### config.mk
export PLATFORM = sky130hd
export DESIGN_NAME = dpw_fifo
export DESIGN_NICKNAME = d
export VERILOG_FILES = /design/src/rtl/dpw_fifo.sv
export SDC_FILE = /design/constraint.sdc
export NUM_CORES = 1
export LEC_CHECK = 0
export BUFFER_PORTS_ARGS = -buffer_cell sky130_fd_sc_hd__buf_2
export CAP_MARGIN = 15
export CELL_PAD_IN_SITES_DETAIL_PLACEMENT = 2
export CELL_PAD_IN_SITES_GLOBAL_PLACEMENT = 2
export CORE_MARGIN = 2
export CORE_UTILIZATION = 31
export DETAILED_ROUTE_END_ITERATION = 16
export PLACE_DENSITY = 0.8
export SYNTH_ARGS = -nofsm -noshare
export SYNTH_HDL_FRONTEND = slang
export SYNTH_SLANG_ARGS = --single-unit
### constraint.sdc
create_clock -name i_clk -period 2 [get_ports i_clk]
set_input_delay 0.1 -clock i_clk [delete_from_list [all_inputs] [get_ports i_clk]]
set_output_delay 0.1 -clock i_clk [all_outputs]
set_load 0.05 [all_outputs]
### src/rtl/dpw_fifo.sv
// Small register queue with count-based full and empty.
// Uses no package items; payload type is a module parameter.
`timescale 1ns / 1ps
`default_nettype none
module dpw_fifo #(
    parameter type T_DATA = logic,
    parameter int  DEPTH  = 4
) (
    input  wire logic  i_clk,
    input  wire logic  i_rst_n,
    input  wire logic  i_push,
    input  wire T_DATA i_data,
    output logic       o_full,
    input  wire logic  i_pop,
    output logic       o_empty,
    output T_DATA      o_data
);
    localparam int PW = (DEPTH > 1) ? $clog2(DEPTH) : 1;
    localparam int CW = $clog2(DEPTH + 1);

    T_DATA          r_mem [DEPTH];
    logic [PW-1:0]  r_wr, r_rd;
    logic [CW-1:0]  r_cnt;
    logic           do_push, do_pop;

    assign o_full  = (r_cnt == CW'(DEPTH));
    assign o_empty = (r_cnt == '0);
    assign o_data  = r_mem[r_rd];
    assign do_push = i_push && !o_full;
    assign do_pop  = i_pop && !o_empty;

    always_ff @(posedge i_clk) begin
        if (!i_rst_n) begin
            r_wr  <= '0;
            r_rd  <= '0;
            r_cnt <= '0;
        end else begin
            if (do_push) begin
                r_wr <= (r_wr == PW'(DEPTH - 1)) ? '0 : r_wr + 1'b1;
            end
            if (do_pop) begin
                r_rd <= (r_rd == PW'(DEPTH - 1)) ? '0 : r_rd + 1'b1;
            end
            if (do_push && !do_pop) begin
                r_cnt <= r_cnt + 1'b1;
            end else if (do_pop && !do_push) begin
                r_cnt <= r_cnt - 1'b1;
            end
        end
    end

    always_ff @(posedge i_clk) begin
        if (do_push) begin
            r_mem[r_wr] <= i_data;
        end
    end
endmodule
`default_nettype wire

### After elaboration in Yosys (flattened, before gate mapping)

Memories as Yosys holds them, arrays and structs flattened. A register that Yosys moved wholly into a read port is not among the register bits.
Index checks and enable logic that the tools add are counted.

| word-level totals | value |
|---|---|
| input port bits | 5 |
| memory bits (writable) | 4 |
| output and inout port bits | 3 |
| bits in registers | 7 |
| memories kept | 1 |
| word-level logic and storage cells | 29 |

Memory list:

| name | depth | bits a word | read ports | clocked after memory_dff | wr ports | RTL line | text |
|---|---|---|---|---|---|---|---|
| r_mem | 4 | 1 | 1 | 1 | 1 | 21 | `T_DATA r_mem [DEPTH];` |

| cells by class | value |
|---|---|
| $add $sub $neg | 4 |
| equality and inequality tests | 3 |
| multiplexer cells | 8 |
| reductions and logical operators | 10 |

Operators with widths:

| operator | count |
|---|---|
| $mux W2 | 4 |
| $mux W3 | 2 |
| $add A2 B1 Y2 const B | 2 |
| $eq A2 B2 Y1 const B | 2 |
| $logic_and A1 B1 Y1 | 4 |
| $logic_not A1 Y1 | 4 |
| $add A3 B1 Y3 const B | 1 |
| $eq A3 B3 Y1 const B | 1 |
| $logic_not A3 Y1 | 1 |
| $sub A3 B1 Y3 const B | 1 |
| $mux W1 | 2 |
| $reduce_bool A2 Y1 | 1 |

### Logic depth before layout (Yosys ltp)

| depth | value |
|---|---|
| depth after elaboration | 7 |
| depth in mapped cells | 9 |
| depth with buffers taken out | 8 |

### Worst setup path before layout

Ideal clock, no wire load.

| timing | value |
|---|---|
| path kind | reg2reg |
| start point | register r_cnt[1] |
| end point | register r_cnt[2] |
| arrival | 2.259 ns |
| buffers on the path | 1 |
| setup time | 0.076 ns |
| cell stages (with the launch flop) | 10 |
| data required time | 1.924 ns |
| period minus slack after synthesis | 2.335 ns |
| slack | -0.335 ns |
| cells stage by stage | dfxtp_1 -> nor3b_2 -> nor2b_1 -> buf_2 -> ha_1 -> inv_1 -> fa_1 -> xor2_1 -> or3_1 -> a21boi_0 |

| between the ends | value |
|---|---|
| longest elaborated chain between the ends | 6 |
| elaborated cells on any way between the ends | 15 |
| classes of those cells | add/sub (2); eq/ne (1); mux (2); reduce/logical (10) |

RTL lines:

| element | RTL line | text |
|---|---|---|
| start: declaration | 23 | `logic [CW-1:0] r_cnt;` |
| start signal: assignment | 45 | `r_cnt <= r_cnt + 1'b1;` |
| start signal: assignment | 47 | `r_cnt <= r_cnt - 1'b1;` |
| $eq A3 B3 Y1 * | 26 | `assign o_full = (r_cnt == CW'(DEPTH));` |
| named net o_full | 13 | `output logic o_full,` |
| $logic_not A1 Y1 * | 29 | `assign do_push = i_push && !o_full;` |
| $logic_and A1 B1 Y1 * | 29 |  |
| named net do_push | 24 | `logic do_push, do_pop;` |
| $logic_not A1 Y1 | 46 | `end else if (do_pop && !do_push) begin` |
| $logic_and A1 B1 Y1 | 46 |  |
| $reduce_bool A2 Y1 (no source line) | n/a |  |

The timed path passes the listed nets; every way through them passes the cells marked *. The select of a mux whose other input is x is not followed.
A chain may end at the register's enable or synchronous reset.

### Worst setup path in the final report

| timing | value |
|---|---|
| start point | register r_cnt[0] |
| end point | register r_cnt[2] |

| between the ends | value |
|---|---|
| longest elaborated chain between the ends | 6 |
| elaborated cells on any way between the ends | 15 |
| classes of those cells | add/sub (2); eq/ne (1); mux (2); reduce/logical (10) |

RTL lines:

| element |
|---|
| branches (longest 6 deep; another with $sub A3 B1 Y3) |

Several ways; the timed one is not identified. The select of a mux whose other input is x is not followed.

==> results.cfg <==
[outcome]
status = completed

[clock_tree]
insertion_delay_ns = 0.27
htreeDepth = 1
clk_pin_slew_ns = 0.08
cts_root_buffer = clkbuf_4
cts_buffer_depth = 2
cts_hold_buf = 0
numCtsBuffers = 3
cts_tree = done
numClockSinks = 13

[cells_and_area]
nNetsFinal = 83
final_area_um2 = 806
final_common_cell = buf_2
drive_gt1_frac = 0.371
mostFrequentLayoutCells = 7 x buf_2, 6 x nand2_1, 6 x dfxtp_1
syn_to_final_growth_pct = 29.3
fin_cells = 97
num_antenna_cells = 0
fin_util = 0.419

[synthesis]
avgSynthCellArea_um2 = 11.1
ys_seq_area_frac = 0.482
synth_seq_cells = 13
netlist_area_um2 = 623
synth_cells = 56
synth_cell_type_count = 22
synth_top_cell_by_area = dfxtp_1
yosysTopAreaCellShare = 0.289
syn_nets = 68
synth_warnings = 0
ys_top_cells_by_area = dfxtp_1 29%, edfxtp_1 19%, ha_1 12%

[routing]
wl_um = 1390
drt-initial-drc-count = 3
vias = 429
first_pass_iters = 4
wl_per_cell_um = 14.3
ant_nets = 0
route.detailed.drc = 0
routed_via_density = 4.42

[pwr]
powerDensity_nw_per_um2 = 1320
p_leak_nw = 0.331
ir_drop_v = 0.000629

[critical_path]
path_max_fanout = 4
startpoint_type = flop
endpoint_kind = flop
r2r_slack_ns = 0.07
critPathKind = reg2reg
path_cells = o31ai_4 > ha_4 > inv_2 > fa_2 > xor2_2 > or3_1 > a21boi_1
slowest_stage = dfxtp_4
cp_top_family = adder cells
worst_path_largest_cell_delay_ns = 0.38
worstPathRequired_ns = 2.20
cp_num_buf_inv = 1
critPathArrivalTime_ns = 2.13

[timing]
slew_viol_final = 0
fmax_mhz = 519
setup-violations-final = 0
slew-limit-headroom = 0.828
rsz0062_at_grt = no
skew_ns = 0.00211
worstMarginPinSlew_ns = 0.257
hold_viol = 0
min_period_over_period = 0.963
period_minus_slack_ns = 1.93

[die]
rows = 16
io_pins = 8
die_y_um = 48.8
coreArea_um2 = 1920
die_area_um2 = 2380
initial_core_util = 0.324
die_width_um = 48.8

[global_route]
grt_pass1_vias = 470
grt_max_degree = 12
antenna_found_initial = 0
grt_first_pass_wirelength_um = 2170
grt_overflow = 0
grt_usage = 0.130

[placement]
io_buffer_count = 7
place_inst = 90
placed_area_um2 = 731
dp_hpwl_um = 957
finalWeightedCongestion = 0.639

[flow_run]
cap_violations = 0

[worst_hold_path]
min_path_type = in2reg
## cell type report
| class | instances | area, um^2 |
|---|---|---|
| fill | 227 | 1120 |
| multi-input combinational | 38 | 353 |
| sequential | 13 | 309 |
| timing repair buffer | 12 | 72.6 |
| tap | 27 | 33.8 |
| clock buffer | 4 | 26.3 |
| inverter | 3 | 11.3 |
## cell families (layout without fill, tap and decap cells)
group	after synthesis	after routing	synth area share
muxes	4	4	0.0843
buffers and inverters	5	19	0.0321
DFF	13	13	0.482
and+or+nand+nor	20	20	0.173
xor gates and xnor gates	2	2	0.0281
AOI/OAI and AO/OA	5	5	0.0482
adders and majority gates	7	7	0.153
## worst reg2reg max path, delay by kind of cell, from the launching register on
kind,cells,cell delay (ns)
adder cells (fa/ha/maj),2,0.52
AO/OA/AOI/OAI,2,0.45
flip-flops,1,0.38
AND/OR/NAND/NOR,1,0.32
XOR/XNOR,1,0.16
buffers and inverters,1,0.03
## metal layers
layer	wire, um	vias to the layer above	GRT usage
met1	623	202	0.140
met4	51	0	0.129
met5	0	-	0
met3	30	4	0.0307
met2	686	6	0.205
li1	-	217	-
## stage by stage
step / power, W / setup slack [ns] / hold WS [ns] / TNS (ns)
CTS: 0.00103 / 0.0418 / 0.0306 / 0
detailed placement: 0.000848 / -0.0154 / 0.330 / -0.0154
floorplan: 0.000741 / -0.0795 / 0.199 / -0.125
finish: 0.00107 / 0.0733 / 0.0501 / 0
global placement: 0.000821 / 0.0209 / 0.319 / 0
global route: 0.00117 / 0.00937 / 0.0315 / 0
## synth_stat cells, drive strengths merged
library cell and number:
nor3 1, a21boi 1, mux4 1, nand3 2, dfxtp 9, inv 3
or3 1, o21ai 3, and2 5, nor2b 2, clkbuf 1, o31ai 1
fa 1, xor2 1, nand2 6, nor2 2, mux2i 3, xnor2 1
edfxtp 4, ha 6, nor3b 1, buf 1
## power by group
part	leakage (nW)	switching (W)	internal [W]	total, W
combinational	0.204	0.000266	0.000220	0.000487
sequential	0.112	0.0000757	0.000346	0.000421
clock	0.0150	0.0000816	0.0000772	0.000159
## final timing paths
kind	end	startpoint	cells after the start
worst max-delay path	r_cnt[2]$_SDFFE_PN0P_	r_cnt[0]$_SDFFE_PN0P_	7
worst min-delay path	r_mem[1]$_DFFE_PP_	i_data	1
worst max register to register	r_cnt[2]$_SDFFE_PN0P_	r_cnt[0]$_SDFFE_PN0P_	7
worst min register to register	r_wr[1]$_SDFFE_PN0P_	r_wr[1]$_SDFFE_PN0P_	2
## what timing repair did
action	CTS	global route
gates resized for setup	2	3
setup endpoints to repair	1	1
gates cloned	0	0
setup buffers	0	3
pin swaps	0	4
Note: power is estimated with default switching activity, not from simulation.
