## config.mk

```make
export PLATFORM = sky130hd
export DESIGN_NAME = dpw_front
export DESIGN_NICKNAME = d
export VERILOG_FILES = /design/src/rtl/dpw_pkg.sv /design/src/rtl/dpw_front.sv
export SDC_FILE = /design/constraint.sdc
export NUM_CORES = 1
export LEC_CHECK = 0
export BUFFER_PORTS_ARGS = -buffer_cell sky130_fd_sc_hd__buf_4
export CAP_MARGIN = 20
export CORE_ASPECT_RATIO = 0.6
export CORE_MARGIN = 1.5
export CORE_UTILIZATION = 58
export CTS_CLUSTER_DIAMETER = 60
export DETAILED_ROUTE_END_ITERATION = 10
export PLACE_DENSITY = 0.83
export SETUP_SLACK_MARGIN = 0.1
export SLEW_MARGIN = 25
export SYNTH_ARGS = -nofsm -noshare
export SYNTH_HDL_FRONTEND = slang
export SYNTH_SLANG_ARGS = --single-unit
```

## constraint.sdc

```tcl
create_clock -name i_clk -period 8.01 [get_ports i_clk]
set_input_delay 0.801 -clock i_clk [delete_from_list [all_inputs] [get_ports i_clk]]
set_output_delay 0.801 -clock i_clk [all_outputs]
set_load 0.02 [all_outputs]
```

## src/rtl/dpw_pkg.sv

```systemverilog
// Shared types, constants and helpers for the depth pixel to world point block.
// No dependencies; every other file but dpw_fifo refers to this package by scoped names.
`timescale 1ns / 1ps
`default_nettype none
package dpw_pkg;

    localparam logic REQ_POSE  = 1'b0;
    localparam logic REQ_PIXEL = 1'b1;

    localparam logic [2:0] REG_INV_FOCAL_X = 3'd0;
    localparam logic [2:0] REG_INV_FOCAL_Y = 3'd1;
    localparam logic [2:0] REG_CENTER_X    = 3'd2;
    localparam logic [2:0] REG_CENTER_Y    = 3'd3;
    localparam logic [2:0] REG_DEPTH_SCALE = 3'd4;
    localparam logic [2:0] REG_MIN_DEPTH   = 3'd5;
    localparam logic [2:0] REG_MAX_DEPTH   = 3'd6;

    localparam int POSE_ENTRIES = 12;
    localparam int WORK_DEPTH   = 4;
    localparam int OUT_DEPTH    = 2;

    localparam logic signed [31:0] ONE_Q16 = 32'sh0001_0000;
    localparam logic signed [31:0] SAT_MAX = 32'sh7FFF_FFFF;
    localparam logic signed [31:0] SAT_MIN = 32'sh8000_0000;

    typedef struct packed {
        logic               req_type;
        logic [3:0]         pose_index;
        logic signed [31:0] pose_value;
        logic [9:0]         pixel_row;
        logic [10:0]        pixel_col;
        logic [15:0]        depth_raw;
        logic [7:0]         pixel_red;
        logic [7:0]         pixel_green;
        logic [7:0]         pixel_blue;
    } t_in_item;

    typedef struct packed {
        logic signed [31:0] point_x;
        logic signed [31:0] point_y;
        logic signed [31:0] point_z;
        logic [7:0]         point_red;
        logic [7:0]         point_green;
        logic [7:0]         point_blue;
    } t_out_item;

    typedef struct packed {
        logic [31:0] inv_focal_x;
        logic [31:0] inv_focal_y;
        logic [26:0] center_x;
        logic [26:0] center_y;
        logic [31:0] depth_scale;
        logic [31:0] min_depth;
        logic [31:0] max_depth;
    } t_cfg;

    // Per-item data that rides alongside the arithmetic.
    typedef struct packed {
        logic               is_pose;
        logic [3:0]         pose_index;
        logic signed [31:0] pose_value;
        logic [31:0]        depth;
        logic [7:0]         red;
        logic [7:0]         green;
        logic [7:0]         blue;
    } t_side;

    // Item handed from the front to the back through the work queue.
    typedef struct packed {
        t_side              side;
        logic signed [27:0] diff_x;
        logic signed [27:0] diff_y;
    } t_work;

    function automatic logic signed [31:0] sat32(input logic signed [50:0] v);
        logic signed [31:0] r;
        if (v > 51'(SAT_MAX)) begin
            r = SAT_MAX;
        end else if (v < 51'(SAT_MIN)) begin
            r = SAT_MIN;
        end else begin
            r = v[31:0];
        end
        return r;
    endfunction

endpackage
`default_nettype wire

```

## src/rtl/dpw_front.sv

```systemverilog
// Front end: takes input items, scales depth, drops rejected items, feeds the work queue.
// Depends on dpw_pkg.
`timescale 1ns / 1ps
`default_nettype none
module dpw_front #(
    parameter int MAX_ROWS = 1024,
    parameter int MAX_COLS = 2048
) (
    input  wire logic             i_clk,
    input  wire logic             i_rst_n,
    input  wire dpw_pkg::t_cfg    i_cfg,
    input  wire logic             i_push,
    input  wire dpw_pkg::t_in_item i_item,
    output logic                  o_full,
    output logic                  o_q_push,
    output dpw_pkg::t_work        o_q_data,
    input  wire logic             i_q_full
);
    logic                r_valid;
    dpw_pkg::t_in_item   r_item;
    logic [47:0]         r_prod;
    logic signed [27:0]  r_dx, r_dy;
    logic                r_inside;

    logic [48:0] d_sum;
    logic [31:0] depth;
    logic        keep, free, load;

    assign d_sum = {1'b0, r_prod} + 49'd32768;
    assign depth = d_sum[47:16];

    always_comb begin
        if (r_item.req_type == dpw_pkg::REQ_POSE) begin
            keep = (32'(r_item.pose_index) < 32'(dpw_pkg::POSE_ENTRIES));
        end else begin
            keep = r_inside && (depth >= i_cfg.min_depth) && (depth <= i_cfg.max_depth);
        end
    end

    assign o_q_push = r_valid && keep && !i_q_full;
    assign free     = !r_valid || !keep || !i_q_full;
    assign o_full   = !free;
    assign load     = i_push && free;

    always_comb begin
        o_q_data.side.is_pose    = (r_item.req_type == dpw_pkg::REQ_POSE);
        o_q_data.side.pose_index = r_item.pose_index;
        o_q_data.side.pose_value = r_item.pose_value;
        o_q_data.side.depth      = depth;
        o_q_data.side.red        = r_item.pixel_red;
        o_q_data.side.green      = r_item.pixel_green;
        o_q_data.side.blue       = r_item.pixel_blue;
        o_q_data.diff_x          = r_dx;
        o_q_data.diff_y          = r_dy;
    end

    always_ff @(posedge i_clk) begin
        if (!i_rst_n) begin
            r_valid <= 1'b0;
        end else if (free) begin
            r_valid <= load;
        end
    end

    always_ff @(posedge i_clk) begin
        if (load) begin
            r_item   <= i_item;
            r_prod   <= {32'b0, i_item.depth_raw} * {16'b0, i_cfg.depth_scale};
            r_dx     <= $signed({1'b0, i_item.pixel_col, 16'b0}) - $signed({1'b0, i_cfg.center_x});
            r_dy     <= $signed({2'b0, i_item.pixel_row, 16'b0}) - $signed({1'b0, i_cfg.center_y});
            r_inside <= (32'(i_item.pixel_row) < MAX_ROWS) && (32'(i_item.pixel_col) < MAX_COLS);
        end
    end
endmodule
`default_nettype wire

```

======== Word-level counts from Yosys, hierarchy flattened ========
Cells that the tools add are included.
storage, ports and cells
  bits in registers ....................... 166
  bits of input ports ..................... 316
  output and inout bits ................... 151
  logic and storage cells ................. 29
cells by class
  $add $sub $neg .......................... 3
  multiply operators ...................... 1
  $lt $le $gt $ge ......................... 3
  muxes and demuxes ....................... 1
  bitwise gates (word level) .............. 1
  reductions and logical operators ........ 10
operators with widths
  kind                      number
  $add A48 B16 Y48 const B  1
  $mul A16 B32 Y48          1
  $ge A32 B32 Y1            1
  $le A32 B32 Y1            1
  $sub A26 B27 Y28          1
  $sub A27 B27 Y28          1
  $logic_and A1 B1 Y1       4
  $logic_not A1 Y1          4
  $lt A4 B4 Y1 const B      1
  $logic_or A1 B1 Y1        2
  $mux W1                   1
  $not A1 Y1                1

======== Logic depth before layout (Yosys ltp) ========
Gate-level depths: netlist of the first run.
  word-level depth ........................ 8
  gate-level depth with buffers ........... 25

======== Worst setup path after synthesis of the first run ========
OpenSTA, ideal clock, no wires.
  path type ............................... reg-to-reg
  start point ............................. register r_prod[17]
  end point ............................... register r_item (netlist bit o_q_data[112]) (enable)
  setup time .............................. 0.529 ns
  arrival ................................. 7.143 ns
  required time ........................... 7.481 ns
  setup slack ............................. 0.338 ns
  stages on the path, launching flop included .. 18
  cells stage by stage .................... edfxtp_1 > and3_1 > and2_1 > nand3_1 > nor4_1 > and4_1 > inv_1 > nor2_1 > nand2_1 > xnor2_1 > ha_1 > nand4_1 > nor4_1 > o21ai_0 > or4b_2 > a31oi_1 > o2111ai_1 > and3_1
RTL lines
  item                      line             source
  start: declaration        dpw_front.sv:21  logic [47:0] r_prod;
  start signal: assignment  dpw_front.sv:68  r_prod <= {32'b0, i_item.depth_raw} * {16'b0, i_cfg.depth_scale};
  end signal: assignment    dpw_front.sv:67  r_item <= i_item;
  end: declaration          dpw_front.sv:20  dpw_pkg::t_in_item r_item;

======== Worst setup path in the final report of the first run ========
  start point ............................. input port i_item[36] (netlist bit)
  end point ............................... register r_prod[46], data pin
between the ends
  word-level cells in the longest chain between the ends .. 1
RTL lines
  item                line             source
  start: declaration  dpw_front.sv:13  input wire dpw_pkg::t_in_item i_item,
  $mul A16 B32 Y48    dpw_front.sv:68
No other way between the ends.
A chain may end at the register's enable or synchronous reset.

==> results of run 1 <==
final cells by class:
cell class                      count  share of cell area (%)
Antenna cell                        1                 0.00898
Sequential cell                   151                    16.2
Inverter                          556                    7.49
Clock buffer                       17                    1.53
Tap cell                          560                    2.51
Clock inverter                     14                   0.543
Timing Repair Buffer              409                    11.0
Multi-Input combinational cell   1683                    60.7
flip-flops by register name, summed over array words and instances, names as in the netlist:
register,count
o_q_data,60
r_prod,33
r_dx,28
r_valid,1
r_dy,28
r_item,1
cell usage after synthesis (all sizes together) (13+ instances only):
cell type and number:
nor3 16, inv 556, a21o 39, and2 210, a21oi 63, o21ai 40
buf 60, xor2 36, ha 205, nand2 346, xnor2 76, nor4 14
clkbuf 81, edfxtp 150, a211oi 13, nor2 50, nand4 20, nand3 34
fa 417
worst max-delay path: stages:
cell and delay (ns):
buf_4 0.37, nand2_1 0.15, fa_1 0.55, inv_1 0.05, fa_1 0.47, fa_1 0.53, fa_1 0.52, fa_1 0.54
inv_1 0.05, fa_1 0.52, inv_1 0.04, ha_1 0.38, o21ai_0 0.45, o211ai_1 0.17, a211oi_1 0.29, nor2_1 0.15
a2111oi_0 0.36, buf_4 0.23, nor2_1 0.06, o221ai_2 0.29, o21bai_1 0.11, xor2_1 0.15
metal layers:
layer  vias up  share of wire (%)  global-route usage (%)
met1      9478                 39                    44.2
met4         2                3.1                    10.8
li1       8312                  -                       -
met5         -              0.017                       0
met2      1061                 47                    53.3
met3       193                 11                    9.57
stage by stage:
stage	cell area [um2]	instances	hold slack [ns]
finish	27900	3391	0.533
global placement	27300	3359	0.621
CTS	27900	3390	0.516
floorplan	24300	2531	0.727
global route	27900	3391	0.512
detailed placement	27300	3359	0.669
worst min path at each step:
stage	endpoint	slack, ns	cells past startpoint
finish	o_q_data[140]$_DFFE_PP_	0.53	1
global route	o_q_data[122]$_DFFE_PP_	0.51	1
CTS	o_q_data[122]$_DFFE_PP_	0.52	1
detailed placement	r_valid$_SDFFE_PN0N_	0.67	3
global placement	r_valid$_SDFFE_PN0N_	0.62	3
floorplan	r_valid$_SDFFE_PN0N_	0.73	3
kinds of logic after synthesis:
group | count (synthesis)
AND/OR/NAND/NOR | 737
flip-flops | 151
XOR/XNOR | 112
AO/OA/AOI/OAI | 212
buffers and inverters | 697
adder cells (fa/ha/maj) | 622
==> flow_summary.yaml, run 1 <==
critical_path:
  worstRegToRegCells: 18
  crit_path_max_fanout: 32
  startpoint: "i_item[36]"
  r2r_start: "r_prod[17]$_DFFE_PP_"
  r2r-end: "r_dx[2]$_DFFE_PP_"
  endpoint_kind: "flip-flop"
  required_ns: 8.19
  endpoint: "r_prod[46]$_DFFE_PP_"
  crit_arrival_ns: 7.28
  critical_path_class: "in -> reg"
  start_kind: "input port"
  ff2ff_setup_slack_ns: 1.27
synth:
  synth_mux_area_share_pct: 0
  ys_seq_area_share_pct: 18.6
  synth-compound-area-share_pct: 5.79
  synth_edf_count: 150
  yosys_warnings: 0
  synth_top_area_share_pct: 34.4
  async_reset_ff_share_pct: 0
  synth_top_area_cell: "fa_1"
  synthXorXnorAreaFrac_pct: 4.04
  synth-simple-area-share_pct: 14.9
  ys_top_cells_by_area: "fa_1 (34%), edfxtp_1 (19%), ha_1 (11%)"
  synthesis.nets: 3469
  yosys.area_share.adder_pct: 45.0
  synth_seq_cells: 151
  synth_flop_cell: "edfxtp_1"
  syn-cell-area_mm2: 0.0243
  ys_types: 65
  synthCells: 2531
  syn_avg_cell_area_um2: 9.59
  synth_top_family_by_area: "adder cells"
final_layout:
  syn_to_final_growth_pct: 14.8
  layout-drive-gt1-share_pct: 16.3
  multi_input_area_mm2: 0.0169
  fin_util_pct: 68.2
  nFillCells: 3038
  most-common-layout-cells: "inv_1 (556), fa_1 (417), buf_4 (409)"
  seq_area_mm2: 0.00452
  nets: 3756
  final_common_cell: "inv_1"
route:
  vias: 19000
  drc: 0
  drt-pass1-iter-count: 7
  drt_iter0_markers: 1471
  drt-wirelength-per-cell_um: 20.5
  antenna_left: 0
  routed_wl_um: 69500
  viasPerCell: 5.62
timing:
  min_period_over_period_pct: 88.6
  slew_headroom_pct: 34.5
  tns_ns: 0
  finalSetupViolations: 0
  tightest_slew_ns: 0.974
  rsz0062_at_grt: "false"
  finClkSkew_ns: 0.0145
  hold_viol_final: 0
  fin_ws_ns: 0.911
  period_needed_ns: 7.10
  slew_viol_final: 0
  max_freq_mhz: 141
cts:
  clock_latency_ns: 0.44
  cts_setup_buffers: 0
  cts_buffers: 17
  cts_root_buf: "clkbuf_16"
  cts.sinks: 151
  clk_pin_slew_worst_paths_ns: 0.07
  cts_buffer_depth: 2
  holdBufCountCts: 0
  htree_levels: 4
  cts_resized: 0
  cts_tree: "yes"
global_routing:
  grt_max_degree: 69
  grt_first_pass_wirelength_um: 110000
  grt_overflow: 0
  track_usage_pct: 33.4
  grt_antenna_before_repair: 2
  first_global_vias: 20700
status:
  status: "completed"
die:
  top_level_ports: 467
  initial_utilization_pct: 59.4
  die_y_um: 161
  core_area_mm2: 0.0409
  rows: 57
  die_width_um: 267
  die_area_mm2: 0.0431
placement:
  portBuffers: 402
  gp_congestion: 0.955
  place_ws_ns: 0.610
  dp_hpwl_um: 56000
hold_path:
  hp-class: "in -> reg"
  hold_start: "i_item[89]"
run:
  maxCapViolCount: 0
Power of run 1 is left out: the tool's default activity adds up to more than one toggle a clock period on the data nets, which glitch-free logic cannot reach.
==> run 2, diff against run 1 <==
- CORE_UTILIZATION: 58 -> 40
- PLACE_DENSITY: 0.83 -> unset
==> run 2 against run 1 <==
Compared with the run above: non-clock buffer count is 1 higher; critical path depth is 2 lower; cell area increased by 1.2%; die area grew 44%; via count is 2.9% lower; worst hold slack lost 0.0047 ns; first-iteration DRC count decreased by 19%; flip-flop and latch count unchanged; sequential share of layout area decreased by 0.20 points; utilization is 21 points lower; cell count grew 6.5%.
==> flow_summary.yaml, run 2 (same netlist as run 1, synthesis figures left out) <==
global_routing:
  first_global_vias: 19800
  grt_overflow: 0
  grt_max_degree: 68
  track_usage_pct: 23.6
  grt_antenna_before_repair: 0
  grt_first_pass_wirelength_um: 113000
timing:
  tns_ns: 0
  period_needed_ns: 7.22
  rsz0062_at_grt: "false"
  min_period_over_period_pct: 90.1
  tightest_slew_ns: 0.831
  max_freq_mhz: 138
  finClkSkew_ns: 0.0196
  finalSetupViolations: 0
  slew_headroom_pct: 44.6
  hold_viol_final: 0
  slew_viol_final: 0
cts:
  cts_tree: "yes"
  cts_setup_buffers: 0
  clock_latency_ns: 0.44
  cts.sinks: 151
  clk_pin_slew_worst_paths_ns: 0.07
  cts_root_buf: "clkbuf_16"
  htree_levels: 4
  cts_buffers: 17
  holdBufCountCts: 0
  cts_resized: 0
  cts_buffer_depth: 2
route:
  viasPerCell: 5.12
  routed_wl_um: 71600
  drc: 0
  drt_iter0_markers: 1187
  drt-pass1-iter-count: 5
  antenna_left: 0
  drt-wirelength-per-cell_um: 19.8
  vias: 18500
status:
  status: "completed"
critical_path:
  crit_arrival_ns: 7.39
  crit_path_max_fanout: 32
  required_ns: 8.18
  start_kind: "input port"
  endpoint_kind: "flip-flop"
  critical_path_class: "in -> reg"
die:
  core_area_mm2: 0.0596
  die_area_mm2: 0.0622
  initial_utilization_pct: 40.7
  rows: 69
  top_level_ports: 467
  die_y_um: 194
  die_width_um: 321
final_layout:
  layout-drive-gt1-share_pct: 16.2
  nets: 3757
  most-common-layout-cells: "inv_1 (556), fa_1 (417), buf_4 (409)"
  final_common_cell: "inv_1"
  largest_reg_flops: 60
  syn_to_final_growth_pct: 16.2
  antenna_cells: 0
hold_path:
  hp-class: "in -> reg"
placement:
  dp_hpwl_um: 57500
  portBuffers: 402
  gp_congestion: 0.934
run:
  maxCapViolCount: 0
[run 2: cell count changes in the layout (fill, tap and decap cells not counted), moves of 2 or more]
cell | before | now
clkbuf_1 | 0 | 2
bufinv_16 | 1 | 4
inv_6 | 6 | 4
inv_8 | 4 | 1
[run 2: routing by layer]
metal	up-vias	track usage (%)	routed length, um
li1	8310	-	-
met1	9504	34.4	33100
met2	603	37.7	32900
met3	72	3.35	4500
met4	0	4.02	1100
met5	-	0	0
[run 2: path summary, 6_finish.rpt]
| check | start | endpoint | slack, ns | cells past startpoint |
|---|---|---|---|---|
| worst min register to register | r_valid$_SDFFE_PN0N_ | r_valid$_SDFFE_PN0N_ | 0.66 | 3 |
| worst max-delay path | i_item[27] | r_prod[37]$_DFFE_PP_ | 0.79 | 20 |
| worst min-delay path | i_item[85] | o_q_data[136]$_DFFE_PP_ | 0.53 | 1 |
| worst max register to register | r_prod[17]$_DFFE_PP_ | r_dx[7]$_DFFE_PP_ | 1.51 | 18 |
[run 2: final cells by class]
| class | count | area (um2) |
|---|---|---|
| fill | 5661 | 31400 |
| multi-input combinational | 1683 | 16900 |
| sequential | 151 | 4520 |
| timing repair buffer | 410 | 3090 |
| inverter | 556 | 2090 |
| tap | 781 | 977 |
| clock buffer | 19 | 433 |
| clock inverter | 13 | 193 |
[run 2: metrics by stage]
| step | setup WS [ns] | cells | util, % | cell area [um2] | hold WS, ns |
|---|---|---|---|---|---|
| finish | 0.789 | 3613 | 47.4 | 28200 | 0.529 |
| global route | 0.474 | 3613 | 47.4 | 28200 | 0.506 |
| CTS | 0.962 | 3613 | 47.4 | 28200 | 0.513 |
| detailed placement | 0.534 | 3581 | 46.3 | 27600 | 0.641 |
| global placement | 0.600 | 3581 | 46.3 | 27600 | 0.626 |
| floorplan | 0.338 | 2531 | - | 24300 | 0.727 |
[run 2: worst max-delay path: stages]
cell and delay [ns]:
buf_4 0.43, nand2_1 0.16, fa_1 0.57, fa_1 0.44, fa_1 0.52, inv_1 0.05
fa_1 0.46, fa_1 0.55, inv_1 0.06, fa_1 0.58, inv_1 0.06, ha_1 0.42
nand4_1 0.29, or3_1 0.44, a211oi_1 0.37, o31ai_1 0.17, a21oi_1 0.35, a21boi_0 0.26
o21ai_0 0.27, xor2_1 0.10
Power of run 2 is left out for the same reason.
